$ cat config.mk
export PLATFORM = sky130hd
export DESIGN_NAME = nec_ir_frame_transmitter_flat
export DESIGN_NICKNAME = d
export VERILOG_FILES = /design/src/hdl/nec_tx_pkg.sv /design/src/hdl/nec_tx_in_if.sv /design/src/hdl/nec_tx_out_if.sv /design/src/hdl/nec_ir_frame_transmitter.sv /design/src/flat_wrapper.sv
export SDC_FILE = /design/constraint.sdc
export NUM_CORES = 1
export LEC_CHECK = 0
export ABC_AREA = 1
export BUFFER_PORTS_ARGS = -buffer_cell sky130_fd_sc_hd__buf_2
export CAP_MARGIN = 30
export CORE_MARGIN = 10
export CORE_UTILIZATION = 55
export CTS_CLUSTER_DIAMETER = 60
export CTS_CLUSTER_SIZE = 8
export DETAILED_ROUTE_END_ITERATION = 10
export PLACE_DENSITY = 0.8
export SLEW_MARGIN = 0
export SYNTH_ARGS = -nofsm -noshare
export SYNTH_HDL_FRONTEND = slang
export SYNTH_SLANG_ARGS = --single-unit
$ cat constraint.sdc
create_clock -name clk_i -period 13.5 [get_ports clk_i]
set_input_delay 0 -clock clk_i [delete_from_list [all_inputs] [get_ports clk_i]]
set_output_delay 0 -clock clk_i [all_outputs]
set_load 0.03 [all_outputs]
$ cat src/hdl/nec_tx_pkg.sv
// ---------------------------------------------------------------------------
// NEC IR transmitter package
// Shared widths, codes, register reset values and the result type.
// ---------------------------------------------------------------------------
package nec_tx_pkg;

  // Input opcodes. Code 3 means nothing and is ignored.
  typedef enum logic [1:0] {
    OP_TICK    = 2'd0,
    OP_SEND    = 2'd1,
    OP_RELEASE = 2'd2
  } opcode_e;

  // Configuration register indexes.
  typedef enum logic [2:0] {
    CFG_CUSTOM_CODE  = 3'd0,
    CFG_LEADER_MARK  = 3'd1,
    CFG_LEADER_SPACE = 3'd2,
    CFG_BIT_MARK     = 3'd3,
    CFG_ZERO_SPACE   = 3'd4,
    CFG_ONE_SPACE    = 3'd5,
    CFG_FRAME_BUDGET = 3'd6,
    CFG_UNIT_TICKS   = 3'd7
  } cfg_idx_e;

  localparam int unsigned CfgIdxW  = 3;
  localparam int unsigned CfgDataW = 16;
  localparam int unsigned DurW     = 10;
  localparam int unsigned TicksW   = 11;
  localparam int unsigned UnitW    = 5;
  localparam int unsigned WeightW  = 7;
  localparam int unsigned CostW    = UnitW + WeightW;
  localparam int unsigned BitIdxW  = 5;
  localparam int unsigned FrameW   = 32;

  // Register reset values.
  localparam logic [15:0]        RstCustomCode  = 16'hFE01;
  localparam logic [DurW-1:0]    RstLeaderMark  = 10'd73;
  localparam logic [DurW-1:0]    RstLeaderSpace = 10'd36;
  localparam logic [DurW-1:0]    RstBitMark     = 10'd5;
  localparam logic [DurW-1:0]    RstZeroSpace   = 10'd5;
  localparam logic [DurW-1:0]    RstOneSpace    = 10'd14;
  localparam logic [TicksW-1:0]  RstFrameBudget = 11'd751;
  localparam logic [UnitW-1:0]   RstUnitTicks   = 5'd9;

  // One result item.
  typedef struct packed {
    logic carrier_on;
    logic busy_res;
    logic frame_done;
    logic send_ignored;
  } result_t;

endpackage

$ cat src/hdl/nec_tx_in_if.sv
// ---------------------------------------------------------------------------
// NEC IR transmitter input channel
// Valid/ready channel carrying one command item.
// ---------------------------------------------------------------------------
interface nec_tx_in_if;
  logic       valid;
  logic       ready;
  logic [1:0] opcode;
  logic [7:0] key_code;

  modport source (output valid, output opcode, output key_code, input ready);
  modport sink   (input valid, input opcode, input key_code, output ready);
endinterface

$ cat src/hdl/nec_tx_out_if.sv
// ---------------------------------------------------------------------------
// NEC IR transmitter output channel
// Valid/ready channel carrying one result item.
// ---------------------------------------------------------------------------
interface nec_tx_out_if;
  logic valid;
  logic ready;
  logic carrier_on;
  logic busy_res;
  logic frame_done;
  logic send_ignored;

  modport source (output valid, output carrier_on, output busy_res,
                  output frame_done, output send_ignored, input ready);
  modport sink   (input valid, input carrier_on, input busy_res,
                  input frame_done, input send_ignored, output ready);
endinterface

$ cat src/hdl/nec_ir_frame_transmitter.sv
// ---------------------------------------------------------------------------
// NEC IR frame transmitter
// Carrier gate sequencer for one NEC frame per send command taken while no key is held.
// ---------------------------------------------------------------------------
// The block takes one command item per clock (a 125 us tick, a send with a
// key code, or a key release) while its skid register is empty, and returns
// one registered result item for each. All sequencing state is updated in
// the same cycle that the item is taken, so items may follow back to back; the
// longest path is the 5 x 7 bit multiply and subtract that gives the stop
// space. Results go through an output register backed by one skid register,
// so one further item is still taken while a result waits at the output.
module nec_ir_frame_transmitter (
  input  logic                            clk_i,
  input  logic                            rst_ni,
  input  logic                            cfg_we_i,
  input  logic [nec_tx_pkg::CfgIdxW-1:0]  cfg_idx_i,
  input  logic [nec_tx_pkg::CfgDataW-1:0] cfg_data_i,
  nec_tx_in_if.sink                       in_if,
  nec_tx_out_if.source                    out_if
);

  typedef enum logic [1:0] {
    PH_IDLE   = 2'd0,
    PH_LEADER = 2'd1,
    PH_DATA   = 2'd2,
    PH_STOP   = 2'd3
  } phase_e;

  // Configuration registers.
  logic [15:0]                     custom_code_q;
  logic [nec_tx_pkg::DurW-1:0]     leader_mark_q, leader_space_q, bit_mark_q;
  logic [nec_tx_pkg::DurW-1:0]     zero_space_q, one_space_q;
  logic [nec_tx_pkg::TicksW-1:0]   frame_budget_q;
  logic [nec_tx_pkg::UnitW-1:0]    unit_ticks_q;

  // Sequencer state.
  phase_e                          phase_q, phase_d;
  logic                            level_q, level_d;
  logic [nec_tx_pkg::BitIdxW-1:0]  bit_idx_q, bit_idx_d;
  logic [nec_tx_pkg::FrameW-1:0]   frame_q, frame_d;
  logic [nec_tx_pkg::TicksW-1:0]   ticks_q, ticks_d;
  logic [nec_tx_pkg::WeightW-1:0]  weight_q, weight_d;
  logic                            held_q, held_d;

  // Output register and skid register.
  nec_tx_pkg::result_t             out_q, skid_q, res;
  logic                            out_valid_q, skid_valid_q;

  logic                            accept, take;
  logic                            done, ignored;
  logic [nec_tx_pkg::BitIdxW-1:0]  nxt_idx;
  logic                            cur_bit, nxt_bit;
  logic [nec_tx_pkg::CostW-1:0]    cost;
  logic [nec_tx_pkg::TicksW-1:0]   stop_space;

  assign in_if.ready = !skid_valid_q;
  assign accept      = in_if.valid && in_if.ready;
  assign take        = out_valid_q && out_if.ready;

  // Configuration write port.
  always_ff @(posedge clk_i or negedge rst_ni) begin
    if (!rst_ni) begin
      custom_code_q  <= nec_tx_pkg::RstCustomCode;
      leader_mark_q  <= nec_tx_pkg::RstLeaderMark;
      leader_space_q <= nec_tx_pkg::RstLeaderSpace;
      bit_mark_q     <= nec_tx_pkg::RstBitMark;
      zero_space_q   <= nec_tx_pkg::RstZeroSpace;
      one_space_q    <= nec_tx_pkg::RstOneSpace;
      frame_budget_q <= nec_tx_pkg::RstFrameBudget;
      unit_ticks_q   <= nec_tx_pkg::RstUnitTicks;
    end else if (cfg_we_i) begin
      case (cfg_idx_i)
        nec_tx_pkg::CFG_CUSTOM_CODE:  custom_code_q  <= cfg_data_i;
        nec_tx_pkg::CFG_LEADER_MARK:  leader_mark_q  <= cfg_data_i[nec_tx_pkg::DurW-1:0];
        nec_tx_pkg::CFG_LEADER_SPACE: leader_space_q <= cfg_data_i[nec_tx_pkg::DurW-1:0];
        nec_tx_pkg::CFG_BIT_MARK:     bit_mark_q     <= cfg_data_i[nec_tx_pkg::DurW-1:0];
        nec_tx_pkg::CFG_ZERO_SPACE:   zero_space_q   <= cfg_data_i[nec_tx_pkg::DurW-1:0];
        nec_tx_pkg::CFG_ONE_SPACE:    one_space_q    <= cfg_data_i[nec_tx_pkg::DurW-1:0];
        nec_tx_pkg::CFG_FRAME_BUDGET: frame_budget_q <= cfg_data_i[nec_tx_pkg::TicksW-1:0];
        nec_tx_pkg::CFG_UNIT_TICKS:   unit_ticks_q   <= cfg_data_i[nec_tx_pkg::UnitW-1:0];
        default: ;
      endcase
    end
  end

  // Current bit, the bit after it, and the stop space from the charged weight.
  assign nxt_idx = bit_idx_q + 1'b1;
  assign cur_bit = frame_q[bit_idx_q];
  assign nxt_bit = frame_q[nxt_idx];
  assign cost    = unit_ticks_q * weight_q;

  always_comb begin
    if ({1'b0, cost} + 13'd1 > {2'b00, frame_budget_q}) begin
      stop_space = 11'd1;
    end else begin
      stop_space = frame_budget_q - cost[nec_tx_pkg::TicksW-1:0];
    end
  end

  // Next sequencer state for the item being taken.
  always_comb begin
    phase_d   = phase_q;
    level_d   = level_q;
    bit_idx_d = bit_idx_q;
    frame_d   = frame_q;
    ticks_d   = ticks_q;
    weight_d  = weight_q;
    held_d    = held_q;
    done      = 1'b0;
    ignored   = 1'b0;
    if (accept) begin
      case (in_if.opcode)
        nec_tx_pkg::OP_TICK: begin
          if (phase_q != PH_IDLE) begin
            if (ticks_q > 11'd1) begin
              ticks_d = ticks_q - 1'b1;
            end else if (level_q) begin
              // A mark has ended: load the space that follows it.
              level_d = 1'b0;
              case (phase_q)
                PH_LEADER: ticks_d = {1'b0, leader_space_q};
                PH_DATA:   ticks_d = cur_bit ? {1'b0, one_space_q} : {1'b0, zero_space_q};
                default:   ticks_d = stop_space;
              endcase
            end else begin
              // A space has ended: start the next mark or finish the frame.
              level_d = 1'b1;
              ticks_d = {1'b0, bit_mark_q};
              case (phase_q)
                PH_LEADER: begin
                  phase_d   = PH_DATA;
                  bit_idx_d = '0;
                  weight_d  = frame_q[0] ? 7'd2 : 7'd1;
                end
                PH_DATA: begin
                  if (bit_idx_q == 5'd31) begin
                    phase_d = PH_STOP;
                  end else begin
                    bit_idx_d = nxt_idx;
                    weight_d  = weight_q + (nxt_bit ? 7'd2 : 7'd1);
                  end
                end
                default: begin
                  phase_d = PH_IDLE;
                  level_d = 1'b0;
                  ticks_d = '0;
                  done    = 1'b1;
                end
              endcase
            end
          end
        end
        nec_tx_pkg::OP_SEND: begin
          if (held_q) begin
            ignored = 1'b1;
          end else begin
            frame_d   = {~in_if.key_code, in_if.key_code, custom_code_q};
            phase_d   = PH_LEADER;
            level_d   = 1'b1;
            held_d    = 1'b1;
            bit_idx_d = '0;
            weight_d  = '0;
            ticks_d   = {1'b0, leader_mark_q};
          end
        end
        nec_tx_pkg::OP_RELEASE: held_d = 1'b0;
        default: ;
      endcase
    end
  end

  // Result of the item, taken from the state it leaves.
  always_comb begin
    res.carrier_on   = (phase_d != PH_IDLE) && level_d;
    res.busy_res     = (phase_d != PH_IDLE);
    res.frame_done   = done;
    res.send_ignored = ignored;
  end

  // Sequencer state registers.
  always_ff @(posedge clk_i or negedge rst_ni) begin
    if (!rst_ni) begin
      phase_q   <= PH_IDLE;
      level_q   <= 1'b0;
      bit_idx_q <= '0;
      frame_q   <= '0;
      ticks_q   <= '0;
      weight_q  <= '0;
      held_q    <= 1'b0;
    end else begin
      phase_q   <= phase_d;
      level_q   <= level_d;
      bit_idx_q <= bit_idx_d;
      frame_q   <= frame_d;
      ticks_q   <= ticks_d;
      weight_q  <= weight_d;
      held_q    <= held_d;
    end
  end

  // Output and skid valid flags.
  always_ff @(posedge clk_i or negedge rst_ni) begin
    if (!rst_ni) begin
      out_valid_q  <= 1'b0;
      skid_valid_q <= 1'b0;
    end else if (take) begin
      if (skid_valid_q) begin
        skid_valid_q <= 1'b0;
      end else begin
        out_valid_q <= accept;
      end
    end else if (accept) begin
      if (out_valid_q) begin
        skid_valid_q <= 1'b1;
      end else begin
        out_valid_q <= 1'b1;
      end
    end
  end

  // Output and skid payload.
  always_ff @(posedge clk_i) begin
    if (take && skid_valid_q) begin
      out_q <= skid_q;
    end else if (accept && (take || !out_valid_q)) begin
      out_q <= res;
    end
    if (accept && out_valid_q && !take) begin
      skid_q <= res;
    end
  end

  assign out_if.valid        = out_valid_q;
  assign out_if.carrier_on   = out_q.carrier_on;
  assign out_if.busy_res     = out_q.busy_res;
  assign out_if.frame_done   = out_q.frame_done;
  assign out_if.send_ignored = out_q.send_ignored;

endmodule

$ cat src/flat_wrapper.sv
// flat-port wrapper written by rule: the top's interface ports become plain ports
module nec_ir_frame_transmitter_flat 
  (clk_i, rst_ni, cfg_we_i, cfg_idx_i, cfg_data_i, in_if_valid, in_if_opcode, in_if_key_code, in_if_ready, out_if_valid, out_if_carrier_on, out_if_busy_res, out_if_frame_done, out_if_send_ignored, out_if_ready);
  nec_tx_in_if in_if_i ();
  nec_tx_out_if out_if_i ();
  input  logic clk_i;
  input  logic rst_ni;
  input  logic cfg_we_i;
  input  logic [nec_tx_pkg::CfgIdxW-1:0] cfg_idx_i;
  input  logic [nec_tx_pkg::CfgDataW-1:0] cfg_data_i;
  input wire logic [$bits(in_if_i.valid)-1:0] in_if_valid;
  input wire logic [$bits(in_if_i.opcode)-1:0] in_if_opcode;
  input wire logic [$bits(in_if_i.key_code)-1:0] in_if_key_code;
  output wire logic [$bits(in_if_i.ready)-1:0] in_if_ready;
  output wire logic [$bits(out_if_i.valid)-1:0] out_if_valid;
  output wire logic [$bits(out_if_i.carrier_on)-1:0] out_if_carrier_on;
  output wire logic [$bits(out_if_i.busy_res)-1:0] out_if_busy_res;
  output wire logic [$bits(out_if_i.frame_done)-1:0] out_if_frame_done;
  output wire logic [$bits(out_if_i.send_ignored)-1:0] out_if_send_ignored;
  input wire logic [$bits(out_if_i.ready)-1:0] out_if_ready;
  assign in_if_i.valid = in_if_valid;
  assign in_if_i.opcode = in_if_opcode;
  assign in_if_i.key_code = in_if_key_code;
  assign in_if_ready = in_if_i.ready;
  assign out_if_valid = out_if_i.valid;
  assign out_if_carrier_on = out_if_i.carrier_on;
  assign out_if_busy_res = out_if_i.busy_res;
  assign out_if_frame_done = out_if_i.frame_done;
  assign out_if_send_ignored = out_if_i.send_ignored;
  assign out_if_i.ready = out_if_ready;
  nec_ir_frame_transmitter u_core (.clk_i(clk_i), .rst_ni(rst_ni), .cfg_we_i(cfg_we_i), .cfg_idx_i(cfg_idx_i), .cfg_data_i(cfg_data_i), .in_if(in_if_i), .out_if(out_if_i));
endmodule
---- Word-level counts from Yosys, hierarchy flattened ----
Cells that the tools add are included.
operators by class
  $add $sub $neg .......................... 5
  $mul .................................... 1
  div/mod/pow operators ................... 0
  order comparisons ....................... 4
  eq/ne operators ......................... 19
  shifts and indexed selects .............. 0
  multiplexer cells ....................... 62
  bitwise logic cells ..................... 2
  reductions and logical operators ........ 35
operator list
  operator                                                     count
  2-to-1 mux 11 bit                                            5
  one-hot mux 11 bit (2 select lines)                          2
  2-to-1 mux 7 bit                                             5
  one-hot mux 7 bit (2 select lines)                           2
  2-to-1 mux 5 bit                                             5
  2-to-1 mux 1 bit                                             23
  AND reduction 2 bit                                          11
  2-to-1 mux 10 bit                                            2
  one-hot mux 5 bit (2 select lines)                           2
  2-to-1 mux 2 bit                                             8
  nonzero test 2 bit                                           7
  adder 12 x 1 -> 13 bit (second input constant)               1
  > comparator 13 x 11 -> 1 bit                                1
  equality test 3 bit (second input constant)                  4
  less-than comparator 5 x 6 -> 1 bit (second input constant)  2
  multiplier 5 x 7 -> 12 bit                                   1
  > comparator 11 x 1 -> 1 bit (second input constant)         1
  subtractor 11 x 1 -> 11 bit (second input constant)          1
  subtractor 11 bit                                            1
  binary-select mux 1 bit (select 5 bit)                       2
  2-to-1 mux 4 bit                                             2
  inequality test 2 bit (second input constant)                4
  NOT 8 bit                                                    1
  one-hot mux 2 bit (2 select lines)                           2
  other kinds (21)                                             33
word-level totals
  register bits after elaboration ......... 151
  latch bits .............................. 0
  memory bits (writable) .................. 0
  ROM bits ................................ 0
  bits of input ports ..................... 34
  output and inout port bits .............. 6
  word-level logic and storage cells ...... 153
  memories kept ........................... 0

---- Depth between registers and ports, before layout ----
Gate-level depths: netlist of the first run.
  word-level depth ........................ 12
  gate-level depth with buffers ........... 36
  mapped depth without buffers ............ 35

---- Worst setup path before layout of the first run ----
No wires, ideal clock.
  kind .................................... register to register
  start point ............................. reg u_core.unit_ticks_q[3] in the netlist's numbering
  end point ............................... reg u_core.ticks_q[6] in the netlist's numbering
  setup time .............................. 0.116 ns
  arrival time ............................ 4.946 ns
  data required time ...................... 13.384 ns
  setup slack ............................. 8.437 ns
  cell stages (with the launch flop) ...... 34
  buffers on the path ..................... 2
  clock period less this slack ............ 5.063 ns
  path through ............................ dfstp_2 clkbuf_1 nand2_1 inv_1 fa_1 fa_1 inv_1 fa_1 inv_1 ha_1 a21oi_1 nand3_1 nand2_2 inv_2 nor2_1 nand2_1 nor2_1 xor2_1 inv_1 ha_1 nand2_1 nor3_1 o21ai_0 nand3_1 nand2_1 nand2_1 inv_2 buf_6 nand4_1 nand2_1 nand2_1 nand2_1 nand2_1 nand2_1
on the way
  cells in the longest elaborated chain, start to end .. 9
  elaborated cells on any way between the ends .. 10
  classes of those cells .................. add/sub (2); mul (1); order compare (1); mux (6)
RTL lines
  element                                  RTL line                         source
  from (decl)                              nec_ir_frame_transmitter.sv:34   logic [nec_tx_pkg::UnitW-1:0] unit_ticks_q;
  from (signal assigned)                   nec_ir_frame_transmitter.sv:70   unit_ticks_q <= nec_tx_pkg::RstUnitTicks;
  from (signal assigned)                   nec_ir_frame_transmitter.sv:80   nec_tx_pkg::CFG_UNIT_TICKS: unit_ticks_q <= cfg_data_i[nec_tx_pkg::UnitW-1:0];
  multiplier 5 x 7 -> 12 bit (*)           nec_ir_frame_transmitter.sv:90   assign cost = unit_ticks_q * weight_q;
  adder 12 x 1 -> 13 bit                   nec_ir_frame_transmitter.sv:93   if ({1'b0, cost} + 13'd1 > {2'b00, frame_budget_q}) begin
  > comparator 13 x 11 -> 1 bit            nec_ir_frame_transmitter.sv:93
  2-to-1 mux 11 bit (*)                    nec_ir_frame_transmitter.sv:93
  one-hot mux 11 bit (2 select lines) (*)  nec_ir_frame_transmitter.sv:120  case (phase_q)
  2-to-1 mux 11 bit (*)                    nec_ir_frame_transmitter.sv:117  end else if (level_q) begin
  2-to-1 mux 11 bit (*)                    nec_ir_frame_transmitter.sv:115  if (ticks_q > 11'd1) begin
  2-to-1 mux 11 bit (*)                    nec_ir_frame_transmitter.sv:114  if (phase_q != PH_IDLE) begin
  one-hot mux 11 bit (2 select lines) (*)  nec_ir_frame_transmitter.sv:112  case (in_if.opcode)
  to (signal assigned)                     nec_ir_frame_transmitter.sv:195  ticks_q <= ticks_d;
  to (decl)                                nec_ir_frame_transmitter.sv:41   logic [nec_tx_pkg::TicksW-1:0] ticks_q, ticks_d;
Mark *: on every way between the ends. The rest lies on a longest branch, timed or not. The select of a mux whose other input is x is not followed.
A chain may end at the register's enable or synchronous reset.

---- Worst setup path after layout of the first run ----
Ends and elaborated chain as after synthesis.

==> results of run 1 <==
synthesized netlist by cell type, types with 4 or more instances:
library cell,count
nand2_1,436
o21a_1,9
nor2_1,86
xnor2_1,8
inv_1,178
dfstp_2,30
nand4_1,12
o211ai_1,7
o21ai_0,111
nand3_1,73
mux2_2,6
nor2_2,8
buf_4,7
nor3_1,11
dfrtp_1,113
inv_2,14
clkbuf_1,32
nand2_2,8
buf_6,4
o21ai_1,10
o22ai_1,4
fa_1,17
buf_2,7
edfxtp_1,8
a21oi_1,56
ha_1,54
xor2_1,13
how the worst max path moves through the flow:
stage                                        from                            end  slack, ns  cells after the start
2_1_floorplan  u_core.unit_ticks_q[3]$_DFFE_PN1P_  u_core.ticks_q[6]$_DFFE_PN0P_       8.44                     33
3_3_place_gp   u_core.unit_ticks_q[3]$_DFFE_PN1P_  u_core.ticks_q[0]$_DFFE_PN0P_       8.34                     31
3_5_place_dp   u_core.unit_ticks_q[3]$_DFFE_PN1P_  u_core.ticks_q[2]$_DFFE_PN0P_       8.14                     31
4_1_cts        u_core.unit_ticks_q[3]$_DFFE_PN1P_  u_core.ticks_q[6]$_DFFE_PN0P_       8.08                     31
5_1_grt        u_core.unit_ticks_q[3]$_DFFE_PN1P_  u_core.ticks_q[7]$_DFFE_PN0P_       7.60                     31
6_report       u_core.unit_ticks_q[3]$_DFFE_PN1P_  u_core.ticks_q[6]$_DFFE_PN0P_       8.05                     31
registers in the layout, indices dropped and copies added (netlist names), 11 cells and up:
register               flops
u_core.custom_code_q      16
u_core.ticks_q            11
u_core.frame_q            32
u_core.frame_budget_q     11
routing by layer:
layer  routed length, microns  up-vias  part of all wire (%)
li1                         -     4334                     -
met1                    10500     4097                    44
met2                    11200      271                    47
met3                     1380       51                   5.8
met4                      719        0                   3.0
met5                        0        -                     0
repair_timing:
action	in CTS	in global routing
hold endpoints to repair	102	0
hold buffers	19	0
setup endpoints to repair	0	0
resized for setup	0	0
power by group through the flow:
stage | sequential (mW) | clock [mW] | combinational, mW
floorplan | 0.691 | 0 | 0.836
global placement | 0.708 | 0 | 1.02
detailed placement | 0.711 | 0 | 1.05
CTS | 0.709 | 0.540 | 1.07
global route | 0.727 | 0.559 | 1.24
finish | 0.713 | 0.536 | 1.08
worst max-delay path: cells and delay by family (launching register included):
family	cells	cell delay (ns)
XOR/XNOR	1	0.16
buffers and inverters	6	0.38
AO/OA/AOI/OAI	2	0.37
AND/OR/NAND/NOR	17	1.59
adder cells (fa/ha/maj)	5	2.21
flip-flops	1	0.61
logic make-up (layout without fill, tap and decap cells):
logic type / Yosys count / after routing / synth area share (%)
flip-flops: 151 / 151 / 38.8
AND/OR/NAND/NOR: 649 / 649 / 27.1
AO/OA/AOI/OAI: 209 / 209 / 11.5
XOR/XNOR: 21 / 21 / 1.85
buffers and inverters: 244 / 289 / 9.91
multiplexers: 6 / 6 / 0.679
adder cells (fa/ha/maj): 71 / 71 / 10.2
final cells by class:
class / count / area share, %
timing repair buffer: 63 / 4.16
sequential: 151 / 34.7
inverter: 194 / 6.60
clock inverter: 12 / 1.76
clock buffer: 20 / 4.20
multi-input combinational: 956 / 46.0
tap: 229 / 2.58
==> flow_summary.yaml, run 1 <==
finish:
  antenna_cells: 0
  seq_area_sq_mm: 0.00386
  area_growth_pct: 11.6
  stdcell_count: 1625
  multi_input_area_sq_mm: 0.00511
  nFillCells: 1547
  final_common_cell: "nand2_1"
  final_core_util_pct: 62.0
  final_area_sq_mm: 0.0111
  final_cell_mix: "436 x nand2_1, 178 x inv_1, 113 x dfrtp_1"
  nNetsFinal: 1488
  final_layout_size_suffix_gt1_share_pct: 11.2
yosys:
  ys_seq_area_share_pct: 38.8
  syn_inst: 1351
  synthArstFlopShare_pct: 94.7
  syn_avg_cell_area_sq_um: 7.36
  synth_top_area_share_pct: 28.4
  ys_types: 46
  syn_area_sq_mm: 0.00995
  yosys.area.top_type: "dfrtp_1"
  synth_edf_count: 8
  yosys-top-cells-area: "dfrtp_1 28%, nand2_1 16%, dfstp_2 7.9%"
  synth-seq-cells: 151
  synth_flop_cell: "dfrtp_1"
  synth_warnings: 0
  synth_nets: 1456
hold_path:
  min_path_cells: 4
  min_path_type: "in -> reg"
  whs_endpoint: "u_core.held_q$_DFFE_PN0P_"
  min_from: "in_if_opcode[0]"
global_routing:
  grt_use_met2_pct: 32.7
  grt_usage_pct: 20.0
  grt.overflow.total: 0
  grt_max_degree: 81
  grt_pass1_vias: 8535
  antenna_found_initial: 0
  grt_pass1_wl_microns: 40100
  grt_use_met1_pct: 25.5
  use_met3_pct: 3.85
  grt_busiest_layer: "met2"
detailed_routing:
  wl_per_cell_microns: 14.6
  drc_errors: 0
  wl_microns: 23700
  route.antenna.remaining_nets: 0
  dr.first_iter.drc_count: 773
  viasPerCell: 5.39
  vias: 8753
  first_pass_iters: 5
clocking:
  clk_pin_slew_ns: 0.06
  cts_root_buf: "clkbuf_16"
  cts.sink_count: 151
  postCtsSetupRepairBufs: 0
  clockBufferDepth: 2
  cts_tree: "yes"
  clkLatencyLatePin_ns: 0.43
  cts_made_buffers: 17
  h-tree-depth: 4
power_and_ir_drop:
  power_mw: 2.33
  clkPwrFrac_pct: 23.0
  power_density_mw_per_mm2: 210
  p_comb_share_pct: 46.4
  power_frac_seq_pct: 30.6
  ir_drop_uv: 109
  power.leakage_nw: 5.79
  switching_share_pct: 42.5
  power_switching_mw: 0.990
  power.internal_mw: 1.34
floorplanning:
  die_h_microns: 154
  initial_core_util_pct: 55.6
  row_count: 49
  core_area_sq_mm: 0.0179
  die-area_sq_mm: 0.0239
  design.portCount: 40
  die_w_microns: 154
timing:
  hold_ws_ns: 0.0211
  rsz0062_at_grt: "false"
  max_freq_mhz: 184
  worstMarginPinSlew_ns: 0.839
  setup_viol: 0
  finalSetupTns_ns: 0
  relSlewSlack_pct: 43.9
  hold_viol_final: 0
  fin_crit_sh_pct: 40.4
  min_period_ns: 5.45
  worst_slack_ns: 8.05
  fin_skew_ns: 0.00808
  slew_violations: 0
setup_path:
  crit_type: "reg -> reg"
  startpoint_type: "flip-flop"
  rr_endpoint: "u_core.ticks_q[6]$_DFFE_PN0P_"
  worstRegToRegCells: 31
  r2r_setup_slack_ns: 8.05
  crit_slowest_cell: "dfstp_2"
  crit_path_frequent_cell: "nand2_1"
  slowest_delay_ns: 0.61
  reg2reg_from: "u_core.unit_ticks_q[3]$_DFFE_PN1P_"
  critPathCaptureType: "flip-flop"
  cp.arrival_ns: 5.77
  critPathRequiredTime_ns: 13.82
  cp_max_fo: 11
place:
  dpl_cell_area_sq_mm: 0.0102
  dpl.hpwl_microns: 16500
  place_ws_ns: 8.14
  dp_cells: 1573
  place.gp.congestion: 0.888
  io_buffer_count: 39
status:
  status: "finished, final reports clean"
flow_run:
  maxCapViolCount: 0
Power figures use the tool's default switching activity.
==> run 2: changes to the inputs <==
ABC_AREA = 0   (was 1)
clock period = 5.65 ns   (was 13.5 ns; I/O delays follow)
==> run 2 against run 1 <==
  * Setup slack lost 7.8 ns
  * Critical path depth is 11 lower
  * Utilization rose by 2.3 points
  * First-iteration DRC count decreased by 28%
  * Maximum frequency increased by 0.68%
  * Synthesized cell count is 33% lower
  * Flip-flop and latch count did not move
  * Hold slack improved by 0.0028 ns
  * Via count down 16%
  * Non-clock buffer count grew 23
  * Highest routed layer unchanged
==> flow_summary.yaml, run 2 <==
power_and_ir_drop:
  ir_drop_uv: 251
  power_density_mw_per_mm2: 386
  power_mw: 4.25
  power.leakage_nw: 4.91
global_routing:
  grt_usage_pct: 19.9
  grt_max_degree: 74
  antenna_found_initial: 0
  grt_pass1_vias: 7325
  grt.overflow.total: 0
  grt_pass1_wl_microns: 36900
setup_path:
  critPathRequiredTime_ns: 6.00
  slowest_delay_ns: 0.58
  r2r_setup_slack_ns: 0.24
  path_cells: "nand2_1, fa_1, fa_1, fa_1, inv_1, ha_4, or2_2, a311oi_4, o21bai_1, xor2_1, inv_1, nor3_2, xor2_1, ha_1, a21oi_2, o21a_1, o21ai_2, buf_6, or3_1, a21oi_2"
  critPathCaptureType: "flip-flop"
  cp_top_family: "adder cells"
  cp_max_fo: 7
  cp.arrival_ns: 5.76
  crit_type: "reg -> reg"
  startpoint_type: "flip-flop"
  crit_slowest_cell: "dfstp_2"
  crit_buf_inv: 3
  crit_path_frequent_cell: "fa_1"
yosys:
  yosys-top-cells-area: "dfrtp_1 30%, mux2_2 11%, dfstp_2 8.3%"
  yosysMostFrequentCell: "nand2_1"
  syn_avg_cell_area_sq_um: 10.5
  synth_nets: 1015
  synthArstFlopShare_pct: 94.7
  yosys.area.top_type: "dfrtp_1"
  synth_edf_count: 8
  synth_warnings: 0
  ys_seq_area_share_pct: 40.5
  ys_types: 68
  synthTopCellsByCount: "128 x nand2_1, 113 x dfrtp_1, 92 x mux2_2"
  syn_inst: 910
  synth_flop_cell: "dfrtp_1"
  syn_area_sq_mm: 0.00951
  synth-seq-cells: 151
  synth_top_area_share_pct: 29.7
floorplanning:
  initial_core_util_pct: 55.6
  core_area_sq_mm: 0.0171
  row_count: 48
  die_w_microns: 152
  die-area_sq_mm: 0.0230
  die_h_microns: 152
  design.portCount: 40
place:
  place.gp.congestion: 0.912
  dpl.hpwl_microns: 15600
  io_buffer_count: 39
  place_ws_ns: -0.0613
  dpl_cell_area_sq_mm: 0.00997
finish:
  area_growth_pct: 15.7
  final_layout_size_suffix_gt1_share_pct: 26.2
  largest_reg_flops: 32
  reg_top3: "u_core.frame_q: 32 flops, u_core.custom_code_q: 16 flops"
  final_area_sq_mm: 0.0110
  regMostFlops: "u_core.frame_q"
  final_common_cell: "nand2_1"
  final_core_util_pct: 64.3
  final_cell_mix: "128 x nand2_1, 110 x dfrtp_1, 92 x mux2_2"
  nNetsFinal: 1084
  antenna_cells: 0
timing:
  fin_skew_ns: 0.0140
  slew_violations: 0
  fin_crit_sh_pct: 95.8
  worst_slack_ns: 0.239
  max_freq_mhz: 185
  min_period_ns: 5.41
  relSlewSlack_pct: 29.1
  worstMarginPinSlew_ns: 1.05
  hold_viol_final: 0
  setup_viol: 0
detailed_routing:
  viasPerCell: 6.01
  wl_per_cell_microns: 18.6
  route.antenna.remaining_nets: 0
  wl_microns: 22600
  first_pass_iters: 5
  dr.first_iter.drc_count: 558
  vias: 7318
  drc_errors: 0
clocking:
  clk_pin_slew_ns: 0.06
  clkLatencyLatePin_ns: 0.43
  cts_root_buf: "clkbuf_16"
  h-tree-depth: 4
  cts_tree: "yes"
  clockBufferDepth: 2
  cts.sink_count: 151
  cts_made_buffers: 17
hold_path:
  min_path_type: "in -> reg"
status:
  status: "finished, final reports clean"
flow_run:
  maxCapViolCount: 0
## run 2: report_power, final
group / switching (mW) / leakage [nW] / internal (mW)
Clock: 0.468 / 0.270 / 0.656
Combinational: 0.747 / 2.84 / 0.674
Sequential: 0.268 / 1.79 / 1.43
Total: 1.48 / 4.91 / 2.76
## run 2: cell type report
| class | instances | area, sq um |
|---|---|---|
| Inverter | 60 | 225 |
| Fill cell | 1277 | 6110 |
| Clock buffer | 19 | 433 |
| Multi-Input combinational cell | 663 | 5410 |
| Clock inverter | 13 | 149 |
| Sequential cell | 151 | 3860 |
| Tap cell | 225 | 282 |
| Timing Repair Buffer | 86 | 649 |
## run 2: cell families after synthesis
family                     synth area share (%)
AOI/OAI and AO/OA                          11.3
xor gates and xnor gates                   2.67
adders and majority gates                  10.7
buffers and inverters                      3.89
DFF                                        40.5
muxes                                      15.9
and+or+nand+nor                            15.0
## run 2: final timing paths
kind,from,to,cells after the start
worst min-delay path,in_if_opcode[0],u_core.held_q$_DFFE_PN0P_,4
worst min register to register,u_core.custom_code_q[1]$_DFFE_PN0P_,u_core.frame_q[1]$_DFFE_PN0P_,2
worst max-delay path,u_core.unit_ticks_q[3]$_DFFE_PN1P_,u_core.ticks_q[3]$_DFFE_PN0P_,20
min in group asynchronous,rst_ni,u_core.frame_q[15]$_DFFE_PN0P_,2
worst max register to register,u_core.unit_ticks_q[3]$_DFFE_PN1P_,u_core.ticks_q[3]$_DFFE_PN0P_,20
max in group asynchronous,rst_ni,u_core.one_space_q[0]$_DFFE_PN0P_,3
## run 2: stage by stage
step | hold slack, ns | std cells | setup TNS [ns]
2_1_floorplan | -0.296 | 910 | 0
3_3_place_gp | 0.0572 | 1148 | 0
3_5_place_dp | 0.0530 | 1150 | -0.126
4_1_cts | 0.00924 | 1209 | 0
5_1_grt | 0.0429 | 1217 | -0.754
6_report | 0.0240 | 1217 | 0
## run 2: worst reg2reg max path: stages (launching register included)
cell      delay (ns)
dfstp_2         0.58
nand2_1         0.09
fa_1            0.52
fa_1            0.45
fa_1            0.54
inv_1           0.06
ha_4            0.26
or2_2           0.31
a311oi_4        0.25
o21bai_1        0.13
xor2_1          0.23
inv_1           0.12
nor3_2          0.20
xor2_1          0.19
ha_1            0.29
a21oi_2         0.14
o21a_1          0.18
o21ai_2         0.11
buf_6           0.16
or3_1           0.39
a21oi_2         0.14
## run 2: timing repair
action                     4_1_cts  5_1_grt
cloned                           0        0
hold endpoints to repair       142        0
gates resized for setup          1       24
setup buffers                    0        8
pin swaps                        0       15
setup endpoints to repair        7       10
hold buffers                    27        0
## run 2: layer usage
metal  global-route usage (%)  wire, microns  vias to the layer above
met5                        0              0                        -
met4                     7.39            551                        0
met3                     3.68           1270                       61
met2                     32.8          11300                      267
met1                     25.6           9490                     3616
li1                         -              -                     3374
